<file path="src/design/dcs_pkg.sv">
package dcs_pkg;

	localparam int ADDR_W = 4;
	localparam int DATA_W = 32;
	localparam int RATE_W = 16;
	localparam int VAL_W = 11;
	localparam int TIME_W = 32;
	localparam int PROD_W = TIME_W + RATE_W;
	localparam int STEP_W = 21;
	localparam int SCALED_W = 26;
	localparam int QUOT_W = 17;
	localparam int RECIP_SHIFT = 35;

	localparam logic [2:0] FUNC_THROTTLE = 3'd0;
	localparam logic [2:0] FUNC_STEERING = 3'd1;
	localparam logic [2:0] FUNC_ESTOP = 3'd2;
	localparam logic [2:0] FUNC_SAFETY = 3'd3;
	localparam logic [2:0] FUNC_RELEASE = 3'd4;

	localparam logic [1:0] REG_THROTTLE_RATE = 2'd0;
	localparam logic [1:0] REG_STEERING_RATE = 2'd1;
	localparam logic [1:0] REG_STOP_DECEL_RATE = 2'd2;

	localparam logic [RATE_W-1:0] THROTTLE_RATE_RST = 16'd128;
	localparam logic [RATE_W-1:0] STEERING_RATE_RST = 16'd128;
	localparam logic [RATE_W-1:0] STOP_DECEL_RATE_RST = 16'd256;

	localparam logic signed [VAL_W-1:0] CMD_MAX = 11'sd1000;
	localparam logic signed [VAL_W-1:0] CMD_MIN = -11'sd1000;
	localparam logic signed [VAL_W-1:0] HIST_BAND = 11'sd250;
	localparam logic signed [VAL_W-1:0] RELEASE_BAND = 11'sd300;
	localparam logic signed [VAL_W-1:0] REV_LEVEL = 11'sd800;
	localparam logic [TIME_W-1:0] REV_WINDOW = 32'd150;

	localparam logic [STEP_W-1:0] STEP_CAP = 21'd32000;
	localparam logic [STEP_W-1:0] STEP_LIMIT = 21'd1048576;
	localparam logic [VAL_W-1:0] SCALE_BASE = 11'd1000;
	localparam logic [SCALED_W-1:0] SCALED_CAP = 26'd32000000;
	localparam logic [SCALED_W-1:0] RECIP_M = 26'd34359739;

	typedef struct packed {
		logic [RATE_W-1:0] throttle_rate;
		logic [RATE_W-1:0] steering_rate;
		logic [RATE_W-1:0] stop_decel_rate;
	} cfg_t;

	typedef struct packed {
		logic load;
		logic check;
		logic mul;
		logic scale;
		logic recip;
		logic apply;
	} ctl_cmd_t;

	typedef struct packed {
		logic opposite;
	} ctl_stat_t;

	function automatic logic opposite(input logic signed [VAL_W-1:0] a,
		input logic signed [VAL_W-1:0] b);
		return (a < 0 && b > 0) || (a > 0 && b < 0);
	endfunction

endpackage

</file>
<file path="src/design/dcs_if.sv">
interface dcs_in_if;
	logic valid;
	logic ready;
	logic [2:0] func;
	logic signed [10:0] command_value;
	logic [31:0] timestamp_ms;

	modport source (output valid, func, command_value, timestamp_ms, input ready);
	modport sink (input valid, func, command_value, timestamp_ms, output ready);
endinterface

interface dcs_out_if;
	logic valid;
	logic ready;
	logic signed [10:0] applied_throttle;
	logic signed [10:0] applied_steering;
	logic estop_active;
	logic safety_stop_active;
	logic quick_reversal;

	modport source (output valid, applied_throttle, applied_steering, estop_active,
		safety_stop_active, quick_reversal, input ready);
	modport sink (input valid, applied_throttle, applied_steering, estop_active,
		safety_stop_active, quick_reversal, output ready);
endinterface

</file>
<file path="src/design/dcs_regs.sv">
module dcs_regs (
	input logic clk,
	input logic arst_n,
	input logic psel,
	input logic penable,
	input logic pwrite,
	input logic [dcs_pkg::ADDR_W-1:0] paddr,
	input logic [dcs_pkg::DATA_W-1:0] pwdata,
	output logic [dcs_pkg::DATA_W-1:0] prdata,
	output logic pready,
	output dcs_pkg::cfg_t cfg
);

	dcs_pkg::cfg_t cfg_q;
	logic wr_en;

	assign pready = 1'b1;
	assign wr_en = psel && penable && pwrite;
	assign cfg = cfg_q;

	always_ff @(posedge clk or negedge arst_n) begin
		if (!arst_n) begin
			cfg_q.throttle_rate <= dcs_pkg::THROTTLE_RATE_RST;
			cfg_q.steering_rate <= dcs_pkg::STEERING_RATE_RST;
			cfg_q.stop_decel_rate <= dcs_pkg::STOP_DECEL_RATE_RST;
		end else if (wr_en) begin
			unique case (paddr[3:2])
				dcs_pkg::REG_THROTTLE_RATE: cfg_q.throttle_rate <= pwdata[15:0];
				dcs_pkg::REG_STEERING_RATE: cfg_q.steering_rate <= pwdata[15:0];
				dcs_pkg::REG_STOP_DECEL_RATE: cfg_q.stop_decel_rate <= pwdata[15:0];
				default: ;
			endcase
		end
	end

	always_comb begin
		unique case (paddr[3:2])
			dcs_pkg::REG_THROTTLE_RATE: prdata = {16'd0, cfg_q.throttle_rate};
			dcs_pkg::REG_STEERING_RATE: prdata = {16'd0, cfg_q.steering_rate};
			dcs_pkg::REG_STOP_DECEL_RATE: prdata = {16'd0, cfg_q.stop_decel_rate};
			default: prdata = '0;
		endcase
	end

endmodule

</file>
<file path="src/design/dcs_ctrl.sv">
module dcs_ctrl (
	input logic clk,
	input logic arst_n,
	input logic in_valid,
	output logic in_ready,
	output logic out_valid,
	input logic out_ready,
	input dcs_pkg::ctl_stat_t stat,
	output dcs_pkg::ctl_cmd_t cmd
);

	typedef enum logic [5:0] {
		S_IDLE  = 6'b000001,
		S_CHECK = 6'b000010,
		S_MUL   = 6'b000100,
		S_SCALE = 6'b001000,
		S_RECIP = 6'b010000,
		S_APPLY = 6'b100000
	} state_t;

	state_t state_q, state_next;
	logic out_valid_q;

	assign in_ready = (state_q == S_IDLE);
	assign out_valid = out_valid_q;

	always_comb begin
		cmd = '0;
		state_next = state_q;
		unique case (state_q)
			S_IDLE: begin
				if (in_valid) begin
					cmd.load = 1'b1;
					state_next = S_CHECK;
				end
			end
			S_CHECK: begin
				cmd.check = 1'b1;
				state_next = S_MUL;
			end
			S_MUL: begin
				cmd.mul = 1'b1;
				state_next = stat.opposite ? S_SCALE : S_APPLY;
			end
			S_SCALE: begin
				cmd.scale = 1'b1;
				state_next = S_RECIP;
			end
			S_RECIP: begin
				cmd.recip = 1'b1;
				state_next = S_APPLY;
			end
			S_APPLY: begin
				if (!out_valid_q || out_ready) begin
					cmd.apply = 1'b1;
					state_next = S_IDLE;
				end
			end
			default: state_next = S_IDLE;
		endcase
	end

	always_ff @(posedge clk or negedge arst_n) begin
		if (!arst_n) begin
			state_q <= S_IDLE;
			out_valid_q <= 1'b0;
		end else begin
			state_q <= state_next;
			if (cmd.apply) begin
				out_valid_q <= 1'b1;
			end else if (out_ready) begin
				out_valid_q <= 1'b0;
			end
		end
	end

endmodule

</file>
<file path="src/design/dcs_dp.sv">
module dcs_dp (
	input logic clk,
	input logic arst_n,
	input dcs_pkg::cfg_t cfg,
	input dcs_pkg::ctl_cmd_t cmd,
	output dcs_pkg::ctl_stat_t stat,
	input logic [2:0] in_func,
	input logic signed [dcs_pkg::VAL_W-1:0] in_command_value,
	input logic [dcs_pkg::TIME_W-1:0] in_timestamp_ms,
	output logic signed [dcs_pkg::VAL_W-1:0] out_throttle,
	output logic signed [dcs_pkg::VAL_W-1:0] out_steering,
	output logic out_estop,
	output logic out_safety,
	output logic out_quick
);

	// captured word
	logic [2:0] func_q;
	logic signed [dcs_pkg::VAL_W-1:0] cmd_q;
	logic [dcs_pkg::TIME_W-1:0] now_q;
	logic signed [dcs_pkg::VAL_W-1:0] cmd_sat;

	// block state
	logic signed [dcs_pkg::VAL_W-1:0] thr_q, str_q, hist_new_q, hist_old_q;
	logic [dcs_pkg::TIME_W-1:0] thr_stamp_q, str_stamp_q, rev_stamp_q;
	logic estop_q, safety_q, quick_q;

	// reversal check
	logic check_en, in_hist_band, rev_hit, fire;
	logic signed [dcs_pkg::VAL_W:0] hist_sum;
	logic [dcs_pkg::VAL_W-1:0] avg_bits;
	logic signed [dcs_pkg::VAL_W-1:0] hist_avg;
	logic [dcs_pkg::TIME_W-1:0] rev_stamp_eff, rev_age;

	// ramp selection and product
	logic is_thr;
	logic signed [dcs_pkg::VAL_W-1:0] sel_value, sel_target;
	logic [dcs_pkg::TIME_W-1:0] sel_stamp, dt;
	logic [dcs_pkg::RATE_W-1:0] sel_rate;
	logic [dcs_pkg::PROD_W-1:0] prod_s1;
	logic signed [dcs_pkg::VAL_W-1:0] val_s1, tgt_s1;
	logic opp_s1, cap_s1, rate_zero_s1;

	// opposite-sign scaling
	logic [dcs_pkg::VAL_W-1:0] tgt_mag;
	logic [dcs_pkg::SCALED_W-1:0] scaled_s2;
	logic big_s2;
	logic [2*dcs_pkg::SCALED_W-1:0] recip_prod;
	logic [dcs_pkg::QUOT_W-1:0] quot_s3;
	logic over_s3;

	// update
	logic [dcs_pkg::STEP_W-1:0] step;
	logic down;
	logic signed [22:0] val_q8, q_sum;
	logic [14:0] r_bits;
	logic signed [14:0] r_trunc, tgt15;
	logic signed [dcs_pkg::VAL_W-1:0] ramp_hit, ramp_value;
	logic signed [dcs_pkg::VAL_W-1:0] thr_next, str_next;
	logic [dcs_pkg::TIME_W-1:0] thr_stamp_next, str_stamp_next;
	logic estop_next, safety_next;

	always_comb begin
		if (in_command_value > dcs_pkg::CMD_MAX) begin
			cmd_sat = dcs_pkg::CMD_MAX;
		end else if (in_command_value < dcs_pkg::CMD_MIN) begin
			cmd_sat = dcs_pkg::CMD_MIN;
		end else begin
			cmd_sat = in_command_value;
		end
	end

	always_ff @(posedge clk) begin
		if (cmd.load) begin
			func_q <= in_func;
			cmd_q <= cmd_sat;
			now_q <= in_timestamp_ms;
		end
	end

	// quick reversal against the history average
	assign check_en = (func_q == dcs_pkg::FUNC_THROTTLE) && !estop_q && !safety_q;
	assign in_hist_band = (cmd_q > -dcs_pkg::HIST_BAND) && (cmd_q < dcs_pkg::HIST_BAND);
	assign hist_sum = {hist_new_q[dcs_pkg::VAL_W-1], hist_new_q}
		+ {hist_old_q[dcs_pkg::VAL_W-1], hist_old_q};
	assign avg_bits = hist_sum[dcs_pkg::VAL_W:1]
		+ {{(dcs_pkg::VAL_W-1){1'b0}}, hist_sum[dcs_pkg::VAL_W] & hist_sum[0]};
	assign hist_avg = $signed(avg_bits);
	assign rev_hit = dcs_pkg::opposite(hist_avg, cmd_q);
	assign rev_stamp_eff = rev_hit ? now_q : rev_stamp_q;
	assign rev_age = now_q - rev_stamp_eff;
	assign fire = !in_hist_band
		&& (cmd_q >= dcs_pkg::REV_LEVEL || cmd_q <= -dcs_pkg::REV_LEVEL)
		&& (rev_age <= dcs_pkg::REV_WINDOW);

	// ramp operand selection
	assign is_thr = (func_q == dcs_pkg::FUNC_THROTTLE);
	assign sel_value = is_thr ? thr_q : str_q;
	assign sel_stamp = is_thr ? thr_stamp_q : str_stamp_q;
	assign sel_target = safety_q ? '0 : cmd_q;
	always_comb begin
		if (safety_q) begin
			sel_rate = cfg.stop_decel_rate;
		end else if (is_thr) begin
			sel_rate = cfg.throttle_rate;
		end else begin
			sel_rate = cfg.steering_rate;
		end
	end
	assign dt = now_q - sel_stamp;
	assign stat.opposite = dcs_pkg::opposite(sel_value, sel_target);

	always_ff @(posedge clk) begin
		if (cmd.mul) begin
			prod_s1 <= dt * sel_rate;
			val_s1 <= sel_value;
			tgt_s1 <= sel_target;
			opp_s1 <= stat.opposite;
			cap_s1 <= !safety_q;
			rate_zero_s1 <= (sel_rate == '0);
		end
	end

	// step * (1000 + |target|) / 1000, divide by reciprocal
	assign tgt_mag = (tgt_s1 < 0) ? $unsigned(-tgt_s1) : $unsigned(tgt_s1);
	assign recip_prod = scaled_s2 * dcs_pkg::RECIP_M;

	always_ff @(posedge clk) begin
		if (cmd.scale) begin
			scaled_s2 <= prod_s1[14:0] * (dcs_pkg::SCALE_BASE + tgt_mag);
			big_s2 <= (prod_s1 >= dcs_pkg::PROD_W'(dcs_pkg::STEP_CAP));
		end
		if (cmd.recip) begin
			quot_s3 <= recip_prod[dcs_pkg::RECIP_SHIFT+dcs_pkg::QUOT_W-1:dcs_pkg::RECIP_SHIFT];
			over_s3 <= big_s2 || (scaled_s2 > dcs_pkg::SCALED_CAP);
		end
	end

	// step and new value
	always_comb begin
		if (opp_s1) begin
			step = over_s3 ? dcs_pkg::STEP_CAP
				: {{(dcs_pkg::STEP_W-dcs_pkg::QUOT_W){1'b0}}, quot_s3};
		end else if (cap_s1 && prod_s1 > dcs_pkg::PROD_W'(dcs_pkg::STEP_CAP)) begin
			step = dcs_pkg::STEP_CAP;
		end else if (prod_s1 > dcs_pkg::PROD_W'(dcs_pkg::STEP_LIMIT)) begin
			step = dcs_pkg::STEP_LIMIT;
		end else begin
			step = prod_s1[dcs_pkg::STEP_W-1:0];
		end
	end

	assign down = (val_s1 > tgt_s1);
	assign val_q8 = {{4{val_s1[dcs_pkg::VAL_W-1]}}, val_s1, 8'd0};
	assign q_sum = down ? (val_q8 - $signed({2'b00, step})) : (val_q8 + $signed({2'b00, step}));
	assign r_bits = q_sum[22:8] + {14'd0, q_sum[22] & (|q_sum[7:0])};
	assign r_trunc = $signed(r_bits);
	assign tgt15 = {{4{tgt_s1[dcs_pkg::VAL_W-1]}}, tgt_s1};

	always_comb begin
		if (down) begin
			ramp_hit = (r_trunc < tgt15) ? tgt_s1 : r_trunc[dcs_pkg::VAL_W-1:0];
		end else begin
			ramp_hit = (r_trunc > tgt15) ? tgt_s1 : r_trunc[dcs_pkg::VAL_W-1:0];
		end
		if (rate_zero_s1 || val_s1 == tgt_s1) begin
			ramp_value = val_s1;
		end else begin
			ramp_value = ramp_hit;
		end
	end

	always_comb begin
		thr_next = thr_q;
		str_next = str_q;
		thr_stamp_next = thr_stamp_q;
		str_stamp_next = str_stamp_q;
		estop_next = estop_q;
		safety_next = safety_q;
		unique case (func_q)
			dcs_pkg::FUNC_THROTTLE: begin
				if (estop_q) begin
					thr_next = '0;
				end else begin
					thr_next = ramp_value;
					if (!rate_zero_s1) begin
						thr_stamp_next = now_q;
					end
					if (safety_q && cmd_q > -dcs_pkg::RELEASE_BAND
						&& cmd_q < dcs_pkg::RELEASE_BAND) begin
						safety_next = 1'b0;
					end
				end
			end
			dcs_pkg::FUNC_STEERING: begin
				if (estop_q) begin
					str_next = '0;
				end else begin
					str_next = ramp_value;
					if (!rate_zero_s1) begin
						str_stamp_next = now_q;
					end
				end
			end
			dcs_pkg::FUNC_ESTOP: begin
				estop_next = 1'b1;
				thr_next = '0;
				str_next = '0;
			end
			dcs_pkg::FUNC_SAFETY: safety_next = 1'b1;
			dcs_pkg::FUNC_RELEASE: begin
				estop_next = 1'b0;
				safety_next = 1'b0;
			end
			default: ;
		endcase
	end

	always_ff @(posedge clk or negedge arst_n) begin
		if (!arst_n) begin
			thr_q <= '0;
			str_q <= '0;
			thr_stamp_q <= '0;
			str_stamp_q <= '0;
			rev_stamp_q <= '0;
			hist_new_q <= '0;
			hist_old_q <= '0;
			estop_q <= 1'b0;
			safety_q <= 1'b0;
		end else if (cmd.check) begin
			if (check_en) begin
				if (in_hist_band) begin
					hist_old_q <= hist_new_q;
					hist_new_q <= cmd_q;
				end else begin
					rev_stamp_q <= rev_stamp_eff;
					if (fire) begin
						safety_q <= 1'b1;
					end else begin
						hist_old_q <= hist_new_q;
						hist_new_q <= cmd_q;
					end
				end
			end
		end else if (cmd.apply) begin
			thr_q <= thr_next;
			str_q <= str_next;
			thr_stamp_q <= thr_stamp_next;
			str_stamp_q <= str_stamp_next;
			estop_q <= estop_next;
			safety_q <= safety_next;
		end
	end

	always_ff @(posedge clk) begin
		if (cmd.check) begin
			quick_q <= check_en && !in_hist_band && fire;
		end
		if (cmd.apply) begin
			out_throttle <= thr_next;
			out_steering <= str_next;
			out_estop <= estop_next;
			out_safety <= safety_next;
			out_quick <= quick_q;
		end
	end

endmodule

</file>
<file path="src/design/drive_command_slew_with_safety_stop.sv">
// channel   dir   words carried
// req       in    func, command_value, timestamp_ms
// rsp       out   applied_throttle, applied_steering, estop_active,
//                 safety_stop_active, quick_reversal
// apb       in    throttle_rate, steering_rate, stop_decel_rate
//
// result register loads in the apply state, after check and multiply states;
// scale multiply and reciprocal multiply by 1/1000 precede it when the current
// value and the target have opposite signs; next word accepted the cycle after
// the update; one word in flight; req ready only while the controller is idle
// a result waiting on rsp stalls the update cycle until the register frees
// reset clears state, rates to their defaults, no clearing pass
module drive_command_slew_with_safety_stop (
	input logic clk,
	input logic arst_n,
	dcs_in_if.sink req,
	dcs_out_if.source rsp,
	input logic psel,
	input logic penable,
	input logic pwrite,
	input logic [dcs_pkg::ADDR_W-1:0] paddr,
	input logic [dcs_pkg::DATA_W-1:0] pwdata,
	output logic [dcs_pkg::DATA_W-1:0] prdata,
	output logic pready
);

	dcs_pkg::cfg_t cfg;
	dcs_pkg::ctl_cmd_t cmd;
	dcs_pkg::ctl_stat_t stat;
	logic in_ready, out_valid;

	dcs_regs u_regs (
		.clk(clk),
		.arst_n(arst_n),
		.psel(psel),
		.penable(penable),
		.pwrite(pwrite),
		.paddr(paddr),
		.pwdata(pwdata),
		.prdata(prdata),
		.pready(pready),
		.cfg(cfg)
	);

	dcs_ctrl u_ctrl (
		.clk(clk),
		.arst_n(arst_n),
		.in_valid(req.valid),
		.in_ready(in_ready),
		.out_valid(out_valid),
		.out_ready(rsp.ready),
		.stat(stat),
		.cmd(cmd)
	);

	dcs_dp u_dp (
		.clk(clk),
		.arst_n(arst_n),
		.cfg(cfg),
		.cmd(cmd),
		.stat(stat),
		.in_func(req.func),
		.in_command_value(req.command_value),
		.in_timestamp_ms(req.timestamp_ms),
		.out_throttle(rsp.applied_throttle),
		.out_steering(rsp.applied_steering),
		.out_estop(rsp.estop_active),
		.out_safety(rsp.safety_stop_active),
		.out_quick(rsp.quick_reversal)
	);

	assign req.ready = in_ready;
	assign rsp.valid = out_valid;

endmodule

</file>
<file path="src/flat_wrapper.sv">
// flat-port wrapper written by rule: the top's interface ports become plain ports
module drive_command_slew_with_safety_stop_flat 
  (clk, arst_n, psel, penable, pwrite, paddr, pwdata, prdata, pready, req_valid, req_func, req_command_value, req_timestamp_ms, req_ready, rsp_valid, rsp_applied_throttle, rsp_applied_steering, rsp_estop_active, rsp_safety_stop_active, rsp_quick_reversal, rsp_ready);
  dcs_in_if req_i ();
  dcs_out_if rsp_i ();
  input logic clk;
  input logic arst_n;
  input logic psel;
  input logic penable;
  input logic pwrite;
  input logic [dcs_pkg::ADDR_W-1:0] paddr;
  input logic [dcs_pkg::DATA_W-1:0] pwdata;
  output logic [dcs_pkg::DATA_W-1:0] prdata;
  output logic pready;
  input wire logic [$bits(req_i.valid)-1:0] req_valid;
  input wire logic [$bits(req_i.func)-1:0] req_func;
  input wire logic [$bits(req_i.command_value)-1:0] req_command_value;
  input wire logic [$bits(req_i.timestamp_ms)-1:0] req_timestamp_ms;
  output wire logic [$bits(req_i.ready)-1:0] req_ready;
  output wire logic [$bits(rsp_i.valid)-1:0] rsp_valid;
  output wire logic [$bits(rsp_i.applied_throttle)-1:0] rsp_applied_throttle;
  output wire logic [$bits(rsp_i.applied_steering)-1:0] rsp_applied_steering;
  output wire logic [$bits(rsp_i.estop_active)-1:0] rsp_estop_active;
  output wire logic [$bits(rsp_i.safety_stop_active)-1:0] rsp_safety_stop_active;
  output wire logic [$bits(rsp_i.quick_reversal)-1:0] rsp_quick_reversal;
  input wire logic [$bits(rsp_i.ready)-1:0] rsp_ready;
  assign req_i.valid = req_valid;
  assign req_i.func = req_func;
  assign req_i.command_value = req_command_value;
  assign req_i.timestamp_ms = req_timestamp_ms;
  assign req_ready = req_i.ready;
  assign rsp_valid = rsp_i.valid;
  assign rsp_applied_throttle = rsp_i.applied_throttle;
  assign rsp_applied_steering = rsp_i.applied_steering;
  assign rsp_estop_active = rsp_i.estop_active;
  assign rsp_safety_stop_active = rsp_i.safety_stop_active;
  assign rsp_quick_reversal = rsp_i.quick_reversal;
  assign rsp_i.ready = rsp_ready;
  drive_command_slew_with_safety_stop u_core (.clk(clk), .arst_n(arst_n), .req(req_i), .rsp(rsp_i), .psel(psel), .penable(penable), .pwrite(pwrite), .paddr(paddr), .pwdata(pwdata), .prdata(prdata), .pready(pready));
endmodule
</file>
<file path="config.mk">
export PLATFORM = sky130hd
export DESIGN_NAME = drive_command_slew_with_safety_stop_flat
export DESIGN_NICKNAME = d
export VERILOG_FILES = /design/src/design/dcs_pkg.sv /design/src/design/dcs_if.sv /design/src/design/dcs_regs.sv /design/src/design/dcs_ctrl.sv /design/src/design/dcs_dp.sv /design/src/design/drive_command_slew_with_safety_stop.sv /design/src/flat_wrapper.sv
export SDC_FILE = /design/constraint.sdc
export NUM_CORES = 2
export LEC_CHECK = 0
export ABC_AREA = 1
export BUFFER_PORTS_ARGS = -buffer_cell sky130_fd_sc_hd__clkbuf_2
export CAP_MARGIN = 15
export CELL_PAD_IN_SITES_DETAIL_PLACEMENT = 1
export CELL_PAD_IN_SITES_GLOBAL_PLACEMENT = 1
export CORE_ASPECT_RATIO = 0.7
export CORE_MARGIN = 3
export CORE_UTILIZATION = 50
export DETAILED_ROUTE_END_ITERATION = 10
export GPL_ROUTABILITY_DRIVEN = 0
export PLACE_DENSITY_LB_ADDON = 0.1
export SLEW_MARGIN = 20
export SYNTH_ARGS = -nofsm -noshare
export SYNTH_HDL_FRONTEND = slang
export SYNTH_SLANG_ARGS = --single-unit
</file>
<file path="constraint.sdc">
create_clock -name clk -period 11.9 [get_ports clk]
set_input_delay 1.19 -clock clk [delete_from_list [all_inputs] [get_ports clk]]
set_output_delay 1.19 -clock clk [all_outputs]
set_load 0.03 [all_outputs]
</file>
==> flow_metrics.tcl <==
set metrics [dict create \
    hp-start "u_core.u_dp.rev_stamp_q[22]" \
    initial_core_util_pct 50.8 \
    status "completed" \
    yosysWarnings 0 \
    min_path_type "flop to flop" \
    synth_cells 6673 \
    max_stage_delay_ns 0.57 \
    startpoint_type "flop" \
    synth_common_cells "inv_1 (1,507), nand2_1 (1,341), fa_1 (766), ha_1 (607), nor2_1 (466)" \
    die_w_um 404 \
    crit_family "adder cells" \
    cts_setup_buffers 0 \
    finalCriticalPeriod_ns 10.83 \
    hold_path_depth 2 \
    path_class "flop to flop" \
    cts_tree "yes" \
    layout-drive-gt1-share_pct 6.47 \
    r2r_start "u_core.u_dp.func_q[2]" \
    crit_slowest_cell "fa_1" \
    first_pass_iters 5 \
    antenna_found_initial 6 \
    n_fill_cell 13300 \
    cts-root-buf "clkbuf_16" \
    grt_pass1_wl_mm 273 \
    avgSynthCellArea_um2 8.31 \
    yosysSeqAreaShare_pct 19.2 \
    drc 0 \
    synthArstFlopShare_pct 50.9 \
    rsz0062_at_grt "no" \
    fin_nets 8196 \
    worstPathArrival_ns 11.19 \
    synth-main-ff-cell "dfrtp_1" \
    r2r_cells 47 \
    clockBufferDepth 3 \
    ys_types 69 \
    critical_path.endpoint_type "flop" \
    grt_use_total_pct 30.4 \
    vias_per_cell 5.44 \
    grt_max_degree 76 \
    portBuffers 113 \
    path_buf_inv 14 \
    drtIter0Drc 2713 \
    hold_end "u_core.u_dp.rev_stamp_q[22]" \
    synth_area_leaders "fa_1 (28%), ha_1 (14%), edfxtp_1 (10%)" \
    clock.fmax_ghz 0.0923 \
    crit_top_cell "inv_1" \
    critPathMaxFanout 18 \
    min_period_over_period_pct 91.0 \
    routed_wirelength_mm 172 \
    rows 101 \
    ys_seq_elements 387 \
    h-tree-depth 2 \
    wl_per_cell_um 20.9 \
    ff2ff_setup_slack_ns 1.07 \
    areaGrowthSynthToFinish_pct 6.97 \
    rr_endpoint "u_core.u_dp.prod_s1[42]" \
    synth_largest_area_cell "fa_1" \
    hold_viol_final 0 \
    synth_most_common_cell "inv_1" \
    skew_ns 0.0473 \
    cap_violations 0 \
    synth_edf_count 190 \
    relSlewSlack_pct 22.9 \
    dp_hpwl_mm 142 \
    setup_viol 0 \
    required_ns 12.26 \
    vias 44700 \
    clk_latency_ns 0.64 \
    ctsResizeCount 0 \
    antenna_left 0 \
    ios 149 \
    totalNegativeSetupSlack_ns 0 \
    cts_hold_buf 0 \
    syn_area_um2 55500 \
    slew_viol_final 0 \
    synth_top_area_share_pct 27.7 \
    path_clk_slew_ns 0.06 \
    die_area_um2 115000 \
    cts_buffers 46 \
    tightest_slew_ns 1.15 \
    die_h_um 285 \
    grt_overflow_total 0 \
    core-area_um2 109000 \
    grt_pass1_vias 48700 \
    clock_sinks 387 \
]
-- cell usage in the layout (no fill, tap or decap), types with 22 or more instances in the layout --
cell / n
a31oi_1: 22
nor3_1: 32
fa_1: 766
xnor2_1: 46
nand2_2: 23
o211ai_1: 30
clkbuf_16: 49
buf_4: 86
ha_1: 607
clkbuf_2: 112
nor2_1: 464
or2_2: 59
o21ai_1: 30
nand3_1: 136
inv_1: 1507
nand4_1: 73
o21ai_0: 295
dfrtp_1: 193
xor2_1: 106
nand2_1: 1339
a21oi_1: 291
edfxtp_1: 190
mux2i_1: 33
-- how the worst max path moves through the flow --
stage | start | to | cells after the start
2_1_floorplan | u_core.u_dp.func_q[2] | u_core.u_dp.prod_s1[42] | 50
3_3_place_gp | u_core.u_dp.func_q[2] | u_core.u_dp.prod_s1[44] | 49
3_5_place_dp | u_core.u_dp.func_q[2] | u_core.u_dp.prod_s1[42] | 47
4_1_cts | u_core.u_dp.func_q[2] | u_core.u_dp.prod_s1[42] | 47
5_1_grt | u_core.u_dp.func_q[2] | u_core.u_dp.prod_s1[44] | 49
6_report | u_core.u_dp.func_q[2] | u_core.u_dp.prod_s1[42] | 47
-- through the flow --
stage                     worst slack, ns  instances  utilization (%)  area (µm²)  hold WS (ns)
after global placement               1.51       8128             52.8       57700         0.461
after CTS                            1.21       8213             54.3       59300         0.484
after global routing                0.448       8213             54.3       59300         0.505
final                                1.07       8214             54.3       59300         0.483
after detailed placement             1.28       8128             52.8       57700         0.469
after floorplan                      2.23       6688                -       55500         0.400
-- worst reg2reg max path, delay by kind of cell (launching register included) --
family	cells	cell delay, ns
fa+ha+maj	8	3.88
simple gates	12	1.57
compound gates	12	2.71
xor+xnor	1	0.14
buf+inv	14	1.85
flops	1	0.44
-- logic make-up (layout without fill, tap and decap cells) --
kind of cell    after synthesis  count (layout)  synth area share [%]
xor+xnor                    153             153                  2.42
fa+ha+maj                  1373            1373                  41.3
simple gates               2208            2208                  16.6
mux                          33              33                 0.596
flops                       387             387                  19.2
other cells                   2              18                0.0135
buf+inv                    1736            1819                  12.0
compound gates              781             781                  7.86
-- area by class of cell --
| class | count | area [µm²] | area share [%] |
|---|---|---|---|
| antenna | 1 | 2.50 | 0.00422 |
| multi-input combinational | 4565 | 38300 | 64.5 |
| sequential | 387 | 10600 | 17.9 |
| inverter | 1535 | 5760 | 9.71 |
| tap | 1442 | 1800 | 3.04 |
| clock inverter | 27 | 314 | 0.529 |
| timing repair buffer | 199 | 1220 | 2.06 |
| clock buffer | 58 | 1300 | 2.19 |
-- routing by layer --
layer | up-vias | part of all wire [%] | GRT usage, %
met3 | 226 | 8.2 | 7.71
met5 | - | 0.0041 | 0
li1 | 20700 | - | -
met1 | 22700 | 46 | 43.7
met2 | 1146 | 43 | 46.1
met4 | 2 | 2.5 | 7.16
-- state kept, by name (all words and copies together), names as in the netlist, 3 cells and up --
signal and cells:
u_core.u_dp.cmd_q 11, u_core.u_dp.str_q 11, u_core.u_dp.quot_s3 17, u_core.u_dp.hist_old_q 11, u_core.u_dp.thr_q 11, u_core.u_dp.rev_stamp_q 32
u_core.u_dp.val_s1 11, u_core.u_dp.func_q 3, u_core.u_dp.thr_stamp_q 32, u_core.u_dp.out_steering 11, u_core.u_dp.tgt_s1 11, u_core.u_dp.now_q 32
u_core.u_dp.str_stamp_q 32, u_core.u_ctrl.state_q 6, u_core.u_dp.scaled_s2 26, u_core.u_dp.out_throttle 11, u_core.u_dp.prod_s1 48, u_core.u_dp.hist_new_q 11
u_core.u_regs.cfg 48
Power is left out: the tool's default activity adds up to more than one toggle a clock period on the data nets, which glitch-free logic cannot reach.
